**config.mk**
```make
export PLATFORM = sky130hd
export DESIGN_NAME = fir_iir_direct_form_filter_core
export DESIGN_NICKNAME = d
export VERILOG_FILES = /design/src/rtl/fiir_pkg.sv /design/src/rtl/fiir_ram.sv /design/src/rtl/fiir_mac.sv /design/src/rtl/fir_iir_direct_form_filter_core.sv
export VERILOG_INCLUDE_DIRS = /design/src /design/src/rtl
export SDC_FILE = /design/constraint.sdc
export NUM_CORES = 2
export LEC_CHECK = 0
export BUFFER_PORTS_ARGS = -buffer_cell sky130_fd_sc_hd__buf_2
export CELL_PAD_IN_SITES_DETAIL_PLACEMENT = 0
export CELL_PAD_IN_SITES_GLOBAL_PLACEMENT = 1
export CORE_UTILIZATION = 33
export CTS_CLUSTER_DIAMETER = 100
export DETAILED_ROUTE_END_ITERATION = 6
export PLACE_DENSITY_LB_ADDON = 0.1
export SLEW_MARGIN = 10
export SYNTH_ARGS = -nofsm -noshare
export SYNTH_HDL_FRONTEND = slang
export SYNTH_HIERARCHICAL = 1
export SYNTH_SLANG_ARGS = --single-unit
```
**constraint.sdc**
```tcl
create_clock -name clock -period 19.2 [get_ports clock]
set_input_delay 1.92 -clock clock [delete_from_list [all_inputs] [get_ports clock]]
set_output_delay 1.92 -clock clock [all_outputs]
set_load 0.01 [all_outputs]
```
**src/rtl/fir_iir_direct_form_filter_core_assert.svh**
```systemverilog
// Assertion macros shared by the filter RTL.
`ifndef FIR_IIR_DIRECT_FORM_FILTER_CORE_ASSERT_SVH
`define FIR_IIR_DIRECT_FORM_FILTER_CORE_ASSERT_SVH

// ante implies cons in the same cycle
`define FIIR_ASSERT_IMPL(lbl, clk, rst, ante, cons, msg) \
   lbl: assert property (@(posedge clk) disable iff (rst) (ante) |-> (cons)) \
      else $error(msg);

// ante implies cons in the next cycle
`define FIIR_ASSERT_NEXT(lbl, clk, rst, ante, cons, msg) \
   lbl: assert property (@(posedge clk) disable iff (rst) (ante) |=> (cons)) \
      else $error(msg);

// expr never holds
`define FIIR_ASSERT_NEVER(lbl, clk, rst, expr, msg) \
   lbl: assert property (@(posedge clk) disable iff (rst) !(expr)) \
      else $error(msg);

`endif

```
**src/rtl/fiir_pkg.sv**
```systemverilog
// Shared constants and types of the direct form I filter.
package fiir_pkg;

   localparam int MAX_TAPS_DEF   = 16;
   localparam int SAMPLE_BITS    = 16;
   localparam int COEF_BITS      = 24;
   localparam int COEF_FRAC_BITS = 20;
   localparam int PROD_BITS      = SAMPLE_BITS + COEF_BITS;

   // one multiply-accumulate term traveling down the datapath
   typedef struct packed {
      logic vld;
      logic sub;
   } mac_ctl_type;

   // rounded and clipped sum
   typedef struct packed {
      logic [SAMPLE_BITS-1:0] value;
      logic                   sat;
   } mac_res_type;

endpackage

```
**src/rtl/fiir_ram.sv**
```systemverilog
// Single-port-write, single-port-read memory with registered read data.
module fiir_ram import fiir_pkg::*; #(
   parameter int WIDTH = SAMPLE_BITS,
   parameter int AW    = 5
) (
   input  logic             clock,
   input  logic             wr_en,
   input  logic [AW-1:0]    wr_addr,
   input  logic [WIDTH-1:0] wr_data,
   input  logic             rd_en,
   input  logic [AW-1:0]    rd_addr,
   output logic [WIDTH-1:0] rd_data
);

   logic [WIDTH-1:0] mem_ff [2**AW];
   logic [WIDTH-1:0] rd_data_ff;

   always_ff @(posedge clock) begin
      if (wr_en) begin
         mem_ff[wr_addr] <= wr_data;
      end
      if (rd_en) begin
         rd_data_ff <= mem_ff[rd_addr];
      end
   end

   assign rd_data = rd_data_ff;

endmodule

```
**src/rtl/fiir_mac.sv**
```systemverilog
// Shared multiply-accumulate datapath with rounding and saturation.
module fiir_mac import fiir_pkg::*; #(
   parameter int MAX_TAPS = MAX_TAPS_DEF
) (
   input  logic                          clock,
   input  logic                          reset,
   input  logic                          acc_clr,
   input  mac_ctl_type                   issue,
   input  logic signed [COEF_BITS-1:0]   coef,
   input  logic signed [SAMPLE_BITS-1:0] hist,
   output logic                          busy,
   output mac_res_type                   res
);

   // up to 2*MAX_TAPS products summed exactly
   localparam int ACC_W = PROD_BITS + $clog2(MAX_TAPS) + 1;

   mac_ctl_type                 s1_ff, s2_ff;
   logic signed [PROD_BITS-1:0] prod_ff, prod_in;
   logic signed [ACC_W-1:0]     acc_ff, acc_in;
   logic        [ACC_W-1:0]     prod_ext;
   logic signed [ACC_W:0]       rnd_sum, rnd_q;
   logic                        in_range;

   assign prod_in  = coef * hist;
   assign prod_ext = {{(ACC_W-PROD_BITS){prod_ff[PROD_BITS-1]}}, prod_ff};

   always_comb begin
      acc_in = acc_ff;
      if (acc_clr) begin
         acc_in = '0;
      end else if (s2_ff.vld) begin
         if (s2_ff.sub) begin
            acc_in = acc_ff - prod_ext;
         end else begin
            acc_in = acc_ff + prod_ext;
         end
      end
   end

   always_ff @(posedge clock) begin
      if (reset) begin
         s1_ff <= '0;
         s2_ff <= '0;
      end else begin
         s1_ff <= issue;
         s2_ff <= s1_ff;
      end
      if (s1_ff.vld) begin
         prod_ff <= prod_in;
      end
      acc_ff <= acc_in;
   end

   assign busy = s1_ff.vld | s2_ff.vld;

   // round half up: add half, then floor
   assign rnd_sum  = {acc_ff[ACC_W-1], acc_ff} + (ACC_W+1)'(1 << (COEF_FRAC_BITS - 1));
   assign rnd_q    = rnd_sum >>> COEF_FRAC_BITS;
   assign in_range = (&rnd_q[ACC_W:SAMPLE_BITS-1]) | ~(|rnd_q[ACC_W:SAMPLE_BITS-1]);

   always_comb begin
      res.sat = ~in_range;
      if (in_range) begin
         res.value = rnd_q[SAMPLE_BITS-1:0];
      end else if (rnd_q[ACC_W]) begin
         res.value = {1'b1, {(SAMPLE_BITS-1){1'b0}}};
      end else begin
         res.value = {1'b0, {(SAMPLE_BITS-1){1'b1}}};
      end
   end

endmodule

```
**src/rtl/fir_iir_direct_form_filter_core.sv**
```systemverilog
// Top level of the direct form I FIR/IIR filter: control, memories and result register.
//
//   channel | ports                         | handshake
//   --------+-------------------------------+---------------------------
//   req     | action, coef_index, coef/smp  | valid / stall (block drives stall)
//   rsp     | filtered, saturated           | valid / stall (sink drives stall)
//   csr     | index, data                   | valid / ready (always ready)
//
// A sample item issues T terms, T = ff taps + (IIR ? fb taps - 1 : 0), at most 31
// at 16 taps, in turn through the one shared multiplier and one read port per memory.
// A coefficient write lands in the cycle it is taken; a clear fills every history entry.
// After reset a clear pass zeroes both memories; req is stalled meanwhile.
// A finished result waits in the output register; the next item is taken meanwhile,
// and a following sample stalls in its drain state until that register frees.
`include "fir_iir_direct_form_filter_core_assert.svh"

module fir_iir_direct_form_filter_core import fiir_pkg::*; #(
   parameter int MAX_TAPS = MAX_TAPS_DEF
) (
   input  logic                          clock,
   input  logic                          reset,
   input  logic                          req_valid,
   output logic                          req_stall,
   input  logic [1:0]                    req_action,
   input  logic [3:0]                    req_coef_index,
   input  logic signed [COEF_BITS-1:0]   req_coef_value,
   input  logic signed [SAMPLE_BITS-1:0] req_sample_value,
   output logic                          rsp_valid,
   input  logic                          rsp_stall,
   output logic signed [SAMPLE_BITS-1:0] rsp_filtered,
   output logic                          rsp_saturated,
   input  logic                          csr_valid,
   output logic                          csr_ready,
   input  logic [1:0]                    csr_index,
   input  logic [4:0]                    csr_data
);

   localparam int IW = $clog2(MAX_TAPS);
   localparam int AW = IW + 1;
   localparam int CW = (IW + 1 > 5) ? IW + 1 : 5;

   localparam logic [1:0] ACT_SAMPLE = 2'd0;
   localparam logic [1:0] ACT_WR_FF  = 2'd1;
   localparam logic [1:0] ACT_WR_FB  = 2'd2;
   localparam logic [1:0] ACT_CLEAR  = 2'd3;

   localparam logic [1:0] CSR_IIR_MODE = 2'd0;
   localparam logic [1:0] CSR_FF_TAPS  = 2'd1;
   localparam logic [1:0] CSR_FB_TAPS  = 2'd2;

   localparam logic [1:0] ST_IDLE  = 2'd0;
   localparam logic [1:0] ST_CLEAR = 2'd1;
   localparam logic [1:0] ST_ISSUE = 2'd2;
   localparam logic [1:0] ST_DRAIN = 2'd3;

   function automatic logic [IW-1:0] ptr_inc(input logic [IW-1:0] a);
      logic [IW-1:0] r;
      if (a == IW'(MAX_TAPS - 1)) begin
         r = '0;
      end else begin
         r = a + 1'b1;
      end
      return r;
   endfunction

   function automatic logic [IW-1:0] ptr_sub(input logic [IW-1:0] a, input logic [IW-1:0] b);
      logic [IW:0] d;
      d = {1'b0, a} - {1'b0, b};
      if (d[IW]) begin
         d = d + (IW+1)'(MAX_TAPS);
      end
      return d[IW-1:0];
   endfunction

   // configuration
   logic          iir_ff, iir_in;
   logic [4:0]    ffcnt_ff, ffcnt_in, fbcnt_ff, fbcnt_in;
   logic [CW-1:0] nff, nfb;

   // control
   logic [1:0]    state_ff, state_in;
   logic [CW-1:0] tap_ff, tap_in;
   logic          fbph_ff, fbph_in;
   logic [AW-1:0] swp_ff, swp_in;
   logic          swcoef_ff, swcoef_in;
   logic [SAMPLE_BITS-1:0] fill_ff, fill_in;
   logic [IW-1:0] ihead_ff, ihead_in, ohead_ff, ohead_in, onew;
   logic          req_acc, out_free, finish, acc_clr, last_tap;

   // result register
   logic                   rsp_valid_ff, rsp_valid_in;
   logic [SAMPLE_BITS-1:0] rsp_filt_ff;
   logic                   rsp_sat_ff;

   // memory ports
   logic                   coef_we, hist_we, issue_rd;
   logic [AW-1:0]          coef_waddr, hist_waddr, coef_raddr, hist_raddr;
   logic [COEF_BITS-1:0]   coef_wdata, coef_rdata;
   logic [SAMPLE_BITS-1:0] hist_wdata, hist_rdata;
   logic                   idx_ok;

   mac_ctl_type issue;
   mac_res_type mac_res;
   logic        mac_busy;

   assign csr_ready = 1'b1;
   assign req_stall = (state_ff != ST_IDLE);
   assign req_acc   = req_valid & ~req_stall;
   assign out_free  = ~rsp_valid_ff | ~rsp_stall;
   assign onew      = iir_ff ? ptr_inc(ohead_ff) : ohead_ff;
   assign idx_ok    = (int'(req_coef_index) < MAX_TAPS);

   always_comb begin
      nff = CW'(ffcnt_ff);
      if (nff == '0) begin
         nff = CW'(1);
      end else if (nff > CW'(MAX_TAPS)) begin
         nff = CW'(MAX_TAPS);
      end
      nfb = CW'(fbcnt_ff);
      if (nfb == '0) begin
         nfb = CW'(1);
      end else if (nfb > CW'(MAX_TAPS)) begin
         nfb = CW'(MAX_TAPS);
      end
   end

   always_comb begin
      iir_in   = iir_ff;
      ffcnt_in = ffcnt_ff;
      fbcnt_in = fbcnt_ff;
      if (csr_valid) begin
         unique case (csr_index)
            CSR_IIR_MODE: iir_in   = csr_data[0];
            CSR_FF_TAPS:  ffcnt_in = csr_data;
            CSR_FB_TAPS:  fbcnt_in = csr_data;
            default: ;
         endcase
      end
   end

   assign last_tap = fbph_ff ? (tap_ff == nfb - 1'b1) : (tap_ff == nff - 1'b1);

   always_comb begin
      state_in  = state_ff;
      tap_in    = tap_ff;
      fbph_in   = fbph_ff;
      swp_in    = swp_ff;
      swcoef_in = swcoef_ff;
      fill_in   = fill_ff;
      ihead_in  = ihead_ff;
      ohead_in  = ohead_ff;
      finish    = 1'b0;
      acc_clr   = 1'b0;
      unique case (state_ff)
         ST_IDLE: begin
            if (req_acc) begin
               unique case (req_action)
                  ACT_SAMPLE: begin
                     state_in = ST_ISSUE;
                     tap_in   = '0;
                     fbph_in  = 1'b0;
                     ihead_in = ptr_inc(ihead_ff);
                     acc_clr  = 1'b1;
                  end
                  ACT_CLEAR: begin
                     state_in = ST_CLEAR;
                     swp_in   = '0;
                     fill_in  = req_sample_value;
                  end
                  ACT_WR_FF, ACT_WR_FB: ;
               endcase
            end
         end
         ST_CLEAR: begin
            swp_in = swp_ff + 1'b1;
            if (swp_ff == '1) begin
               state_in  = ST_IDLE;
               swcoef_in = 1'b0;
            end
         end
         ST_ISSUE: begin
            if (!last_tap) begin
               tap_in = tap_ff + 1'b1;
            end else if (!fbph_ff && iir_ff && nfb > CW'(1)) begin
               // feedback terms start at index 1; a0 is implied
               fbph_in = 1'b1;
               tap_in  = CW'(1);
            end else begin
               state_in = ST_DRAIN;
            end
         end
         ST_DRAIN: begin
            if (!mac_busy && out_free) begin
               finish   = 1'b1;
               state_in = ST_IDLE;
               ohead_in = onew;
            end
         end
      endcase
   end

   always_ff @(posedge clock) begin
      if (reset) begin
         iir_ff       <= 1'b0;
         ffcnt_ff     <= 5'd1;
         fbcnt_ff     <= 5'd1;
         state_ff     <= ST_CLEAR;
         tap_ff       <= '0;
         fbph_ff      <= 1'b0;
         swp_ff       <= '0;
         swcoef_ff    <= 1'b1;
         fill_ff      <= '0;
         ihead_ff     <= '0;
         ohead_ff     <= '0;
         rsp_valid_ff <= 1'b0;
      end else begin
         iir_ff       <= iir_in;
         ffcnt_ff     <= ffcnt_in;
         fbcnt_ff     <= fbcnt_in;
         state_ff     <= state_in;
         tap_ff       <= tap_in;
         fbph_ff      <= fbph_in;
         swp_ff       <= swp_in;
         swcoef_ff    <= swcoef_in;
         fill_ff      <= fill_in;
         ihead_ff     <= ihead_in;
         ohead_ff     <= ohead_in;
         rsp_valid_ff <= rsp_valid_in;
      end
      if (finish) begin
         rsp_filt_ff <= mac_res.value;
         rsp_sat_ff  <= mac_res.sat;
      end
   end

   assign rsp_valid_in  = finish | (rsp_valid_ff & rsp_stall);
   assign rsp_valid     = rsp_valid_ff;
   assign rsp_filtered  = rsp_filt_ff;
   assign rsp_saturated = rsp_sat_ff;

   // Writes happen only in idle, clear and the final drain cycle, reads only while
   // issuing, so no read ever meets a pending write to the same entry.
   always_comb begin
      coef_we    = 1'b0;
      coef_waddr = {req_action == ACT_WR_FB, IW'(req_coef_index)};
      coef_wdata = req_coef_value;
      hist_we    = 1'b0;
      hist_waddr = {1'b0, ptr_inc(ihead_ff)};
      hist_wdata = req_sample_value;
      if (state_ff == ST_CLEAR) begin
         coef_we    = swcoef_ff;
         coef_waddr = swp_ff;
         coef_wdata = '0;
         hist_we    = 1'b1;
         hist_waddr = swp_ff;
         hist_wdata = fill_ff;
      end else if (finish) begin
         hist_we    = 1'b1;
         hist_waddr = {1'b1, onew};
         hist_wdata = mac_res.value;
      end else if (req_acc) begin
         coef_we = (req_action == ACT_WR_FF || req_action == ACT_WR_FB) && idx_ok;
         hist_we = (req_action == ACT_SAMPLE);
      end
   end

   assign issue_rd   = (state_ff == ST_ISSUE);
   assign issue.vld  = issue_rd;
   assign issue.sub  = fbph_ff;
   assign coef_raddr = {fbph_ff, tap_ff[IW-1:0]};
   assign hist_raddr = fbph_ff ? {1'b1, ptr_sub(ohead_ff, tap_ff[IW-1:0] - 1'b1)}
                               : {1'b0, ptr_sub(ihead_ff, tap_ff[IW-1:0])};

   fiir_ram #(.WIDTH(COEF_BITS), .AW(AW)) u_coef_ram (
      .clock   (clock),
      .wr_en   (coef_we),
      .wr_addr (coef_waddr),
      .wr_data (coef_wdata),
      .rd_en   (issue_rd),
      .rd_addr (coef_raddr),
      .rd_data (coef_rdata)
   );

   fiir_ram #(.WIDTH(SAMPLE_BITS), .AW(AW)) u_hist_ram (
      .clock   (clock),
      .wr_en   (hist_we),
      .wr_addr (hist_waddr),
      .wr_data (hist_wdata),
      .rd_en   (issue_rd),
      .rd_addr (hist_raddr),
      .rd_data (hist_rdata)
   );

   fiir_mac #(.MAX_TAPS(MAX_TAPS)) u_mac (
      .clock   (clock),
      .reset   (reset),
      .acc_clr (acc_clr),
      .issue   (issue),
      .coef    (signed'(coef_rdata)),
      .hist    (signed'(hist_rdata)),
      .busy    (mac_busy),
      .res     (mac_res)
   );

   `FIIR_ASSERT_NEVER(a_no_hist_wr_on_issue, clock, reset,
      hist_we && state_ff == ST_ISSUE, "history write during tap issue")
   `FIIR_ASSERT_NEVER(a_mac_idle_when_idle, clock, reset,
      state_ff == ST_IDLE && mac_busy, "datapath busy while idle")
   `FIIR_ASSERT_IMPL(a_tap_in_range, clock, reset, state_ff == ST_ISSUE,
      tap_ff < (fbph_ff ? nfb : nff), "tap index past tap count")
   `FIIR_ASSERT_NEXT(a_finish_loads_rsp, clock, reset,
      state_ff == ST_DRAIN && !mac_busy && out_free,
      rsp_valid_ff && state_ff == ST_IDLE, "finished item not loaded")

endmodule

```
==> results.py <==
metrics = {
    "status": {
        "status": "completed",
    },
    "yosys": {
        "synth_seq_cells": 1476,
        "seq_area_frac_synth_pct": 56.8,
        "avgSynthCellArea_um2": 13.3,
        "ys.flop_type": "edfxtp_1",
        "yosysWarnings": 6,
        "ys_async_sr_fraction_pct": 0,
        "ys_types": 97,
        "synthCells": 5757,
        "synth_area_mm2": 0.0763,
        "syn-num-nets": 6354,
        "synth-edff-count": 1377,
    },
    "cts": {
        "numCtsBuffers": 170,
        "ctsResizeCount": 0,
        "cts_tree": "done",
        "clock_latency_ns": 0.82,
        "path_clk_slew_ns": 0.06,
        "postCtsHoldBufs": 0,
        "cts_max_path_buffers": 3,
        "cts-root-buf": "clkbuf_16",
        "cts.sinks": 1476,
        "cts_setup_buffers": 0,
        "htreeDepth": 4,
    },
    "pwr": {
        "ir_worst_vdd_mv": 0.0655,
        "p_leak_nw": 29.3,
        "power_density_mw_per_mm2": 80.0,
        "p_total_mw": 6.85,
    },
    "sta": {
        "setup_violations": 0,
        "fmax_mhz": 130,
        "fin_setup_tns_ns": 0,
        "layout_setup_ws_ns": 11.54,
        "tightest_slew_ns": 1.20,
        "max-slew-margin-rel_pct": 19.9,
        "min_period_ns": 7.66,
        "rsz0062_at_grt": "false",
        "period_share_pct": 39.9,
        "hold_viol": 0,
        "clock_skew_ns": 0.0542,
        "slew_violations": 0,
    },
    "setup_path": {
        "reg2reg_depth": 20,
        "crit_fanout": 20,
        "r2r_setup_slack_ns": 11.54,
        "arrival_ns": 8.15,
        "crit_required_ns": 19.69,
        "crit_path_start_kind": "flip-flop",
        "r2r_end": "u_mac/prod_ff[39]",
        "worstSetupPathType": "reg -> reg",
        "r2r_start": "u_hist_ram/rd_data[15]",
        "crit_path_end_kind": "flip-flop",
    },
    "routing": {
        "wl_per_cell_um": 23.8,
        "viasPerCell": 4.99,
        "drt-total-wl_mm": 214,
        "ant_nets": 0,
        "drt-initial-drc-count": 2622,
        "dr.pass1.iters": 6,
        "drc": 0,
        "num_vias": 44833,
    },
    "job": {
        "maxCapViolCount": 0,
    },
    "min_path": {
        "min_to": "u_mac/s2_ff[0]",
        "min_path_cells": 1,
        "hp-class": "reg -> reg",
        "min_from": "u_mac/s1_ff[0]",
    },
    "floorplan": {
        "num_io_pins": 78,
        "die-area_mm2": 0.233,
        "core-area_mm2": 0.230,
        "initial_core_util_pct": 33.2,
        "die_h_um": 483,
        "rows": 176,
        "die_w_um": 483,
    },
    "cells_and_area": {
        "area_delta_synth_final_pct": 12.2,
        "final_common_cell": "edfxtp_1",
        "layout-drive-gt1-share_pct": 9.02,
        "final_cell_mix": "1377 x edfxtp_1, 690 x mux2i_1, 510 x inv_1",
        "final_nets": 6420,
        "final_area_mm2": 0.0856,
        "n_fill_cell": 22253,
    },
    "global_route": {
        "grt_pass1_vias": 46258,
        "grt_pass1_wl_mm": 316,
        "grt_max_degree": 96,
        "antenna_found_initial": 9,
        "grt_overflow": 0,
        "grtUsageTotal_pct": 18.4,
    },
    "placement": {
        "place_ws_ns": 11.42,
        "portBuffers": 76,
        "place_area_mm2": 0.0802,
        "gp_congestion": 0.780,
        "place_hpwl_mm": 138,
    },
}
## per-stage QoR
step	hold slack [ns]	cells	util (%)
after global routing	0.466	8979	37.2
final	0.443	8987	37.2
after detailed placement	0.429	8676	34.9
after floorplan	0.414	5757	-
after CTS	0.441	8978	37.2
after global placement	0.424	8676	34.9
## area by class of cell
class | instances | area [µm²] | share of cell area [%]
Antenna cell | 8 | 20.0 | 0.0234
Clock buffer | 214 | 4460 | 5.21
Clock inverter | 88 | 921 | 1.08
Inverter | 510 | 1910 | 2.24
Multi-Input combinational cell | 3485 | 30000 | 35.0
Sequential cell | 1476 | 43300 | 50.6
Tap cell | 3026 | 3790 | 4.42
Timing Repair Buffer | 180 | 1190 | 1.39
## logic make-up after synthesis
family,share of synthesized area [%]
buffers and inverters,4.66
and+or+nand+nor,8.52
other,0.00491
adders and majority gates,12.5
DFF,56.8
xor gates and xnor gates,1.61
muxes,9.10
AOI/OAI and AO/OA,6.79
## synthesized netlist by cell type (81+ instances only)
library cell	count	area, µm²
xnor2_1	100	876
nand2_1	498	1870
nor3_1	86	430
edfxtp_1	1377	41300
fa_1	377	7550
nor2_1	230	863
and2_1	190	1190
mux2i_1	691	6920
a22o_1	81	709
clkbuf_1	148	556
dfxtp_1	99	1980
a21oi_1	244	1220
inv_1	510	1910
nand3_1	146	731
ha_1	162	2030
a22oi_1	137	1030
## metal layers
layer,GRT usage [%],routed length (µm)
met5,0,0
met4,4.08,3910
met3,2.13,6630
met2,31.2,103000
met1,25.2,100000
## registers in the layout, indices dropped and copies added (netlist names), 4 cells and up
name,cells
fbcnt_ff,5
ffcnt_ff,5
fill_ff,16
ihead_ff,4
ohead_ff,4
rsp_filtered,16
swp_ff,5
tap_ff,5
u_coef_ram/mem_ff,768
u_coef_ram/rd_data,24
u_hist_ram/mem_ff,512
u_hist_ram/rd_data,16
u_mac/acc_ff,45
u_mac/prod_ff,40
## power breakdown
part / internal, mW / total [mW] / switching (mW) / leakage [nW]
Combinational: 0.0539 / 0.182 / 0.128 / 13.7
Sequential: 3.51 / 3.52 / 0.0131 / 13.0
Clock: 1.80 / 3.14 / 1.34 / 2.60
## worst max path at each step
stage | from | end | slack, ns | depth (start not counted)
5_1_grt | u_hist_ram/rd_data[15] | u_mac/prod_ff[39] | 10.90 | 20
2_1_floorplan | u_coef_ram/rd_data[9] | u_mac/prod_ff[39] | 12.88 | 23
4_1_cts | u_hist_ram/rd_data[15] | u_mac/prod_ff[39] | 11.39 | 20
3_5_place_dp | u_hist_ram/rd_data[15] | u_mac/prod_ff[39] | 11.42 | 20
3_3_place_gp | u_hist_ram/rd_data[15] | u_mac/prod_ff[39] | 11.52 | 20
6_report | u_hist_ram/rd_data[15] | u_mac/prod_ff[39] | 11.54 | 20
## critical path, cell delays in order (launching register included)
cell	delay (ns)
edfxtp_1	0.48
inv_1	0.62
nor2_1	0.14
fa_1	0.55
fa_1	0.53
fa_1	0.52
fa_1	0.53
fa_1	0.56
inv_1	0.06
fa_1	0.54
inv_1	0.05
ha_1	0.36
nand4_1	0.18
a211oi_1	0.20
a21boi_0	0.28
o21ai_0	0.22
a211oi_1	0.67
o21ai_0	0.30
a31oi_1	0.23
mux2i_1	0.19
o311ai_0	0.13
Power figures use the tool's default switching activity.
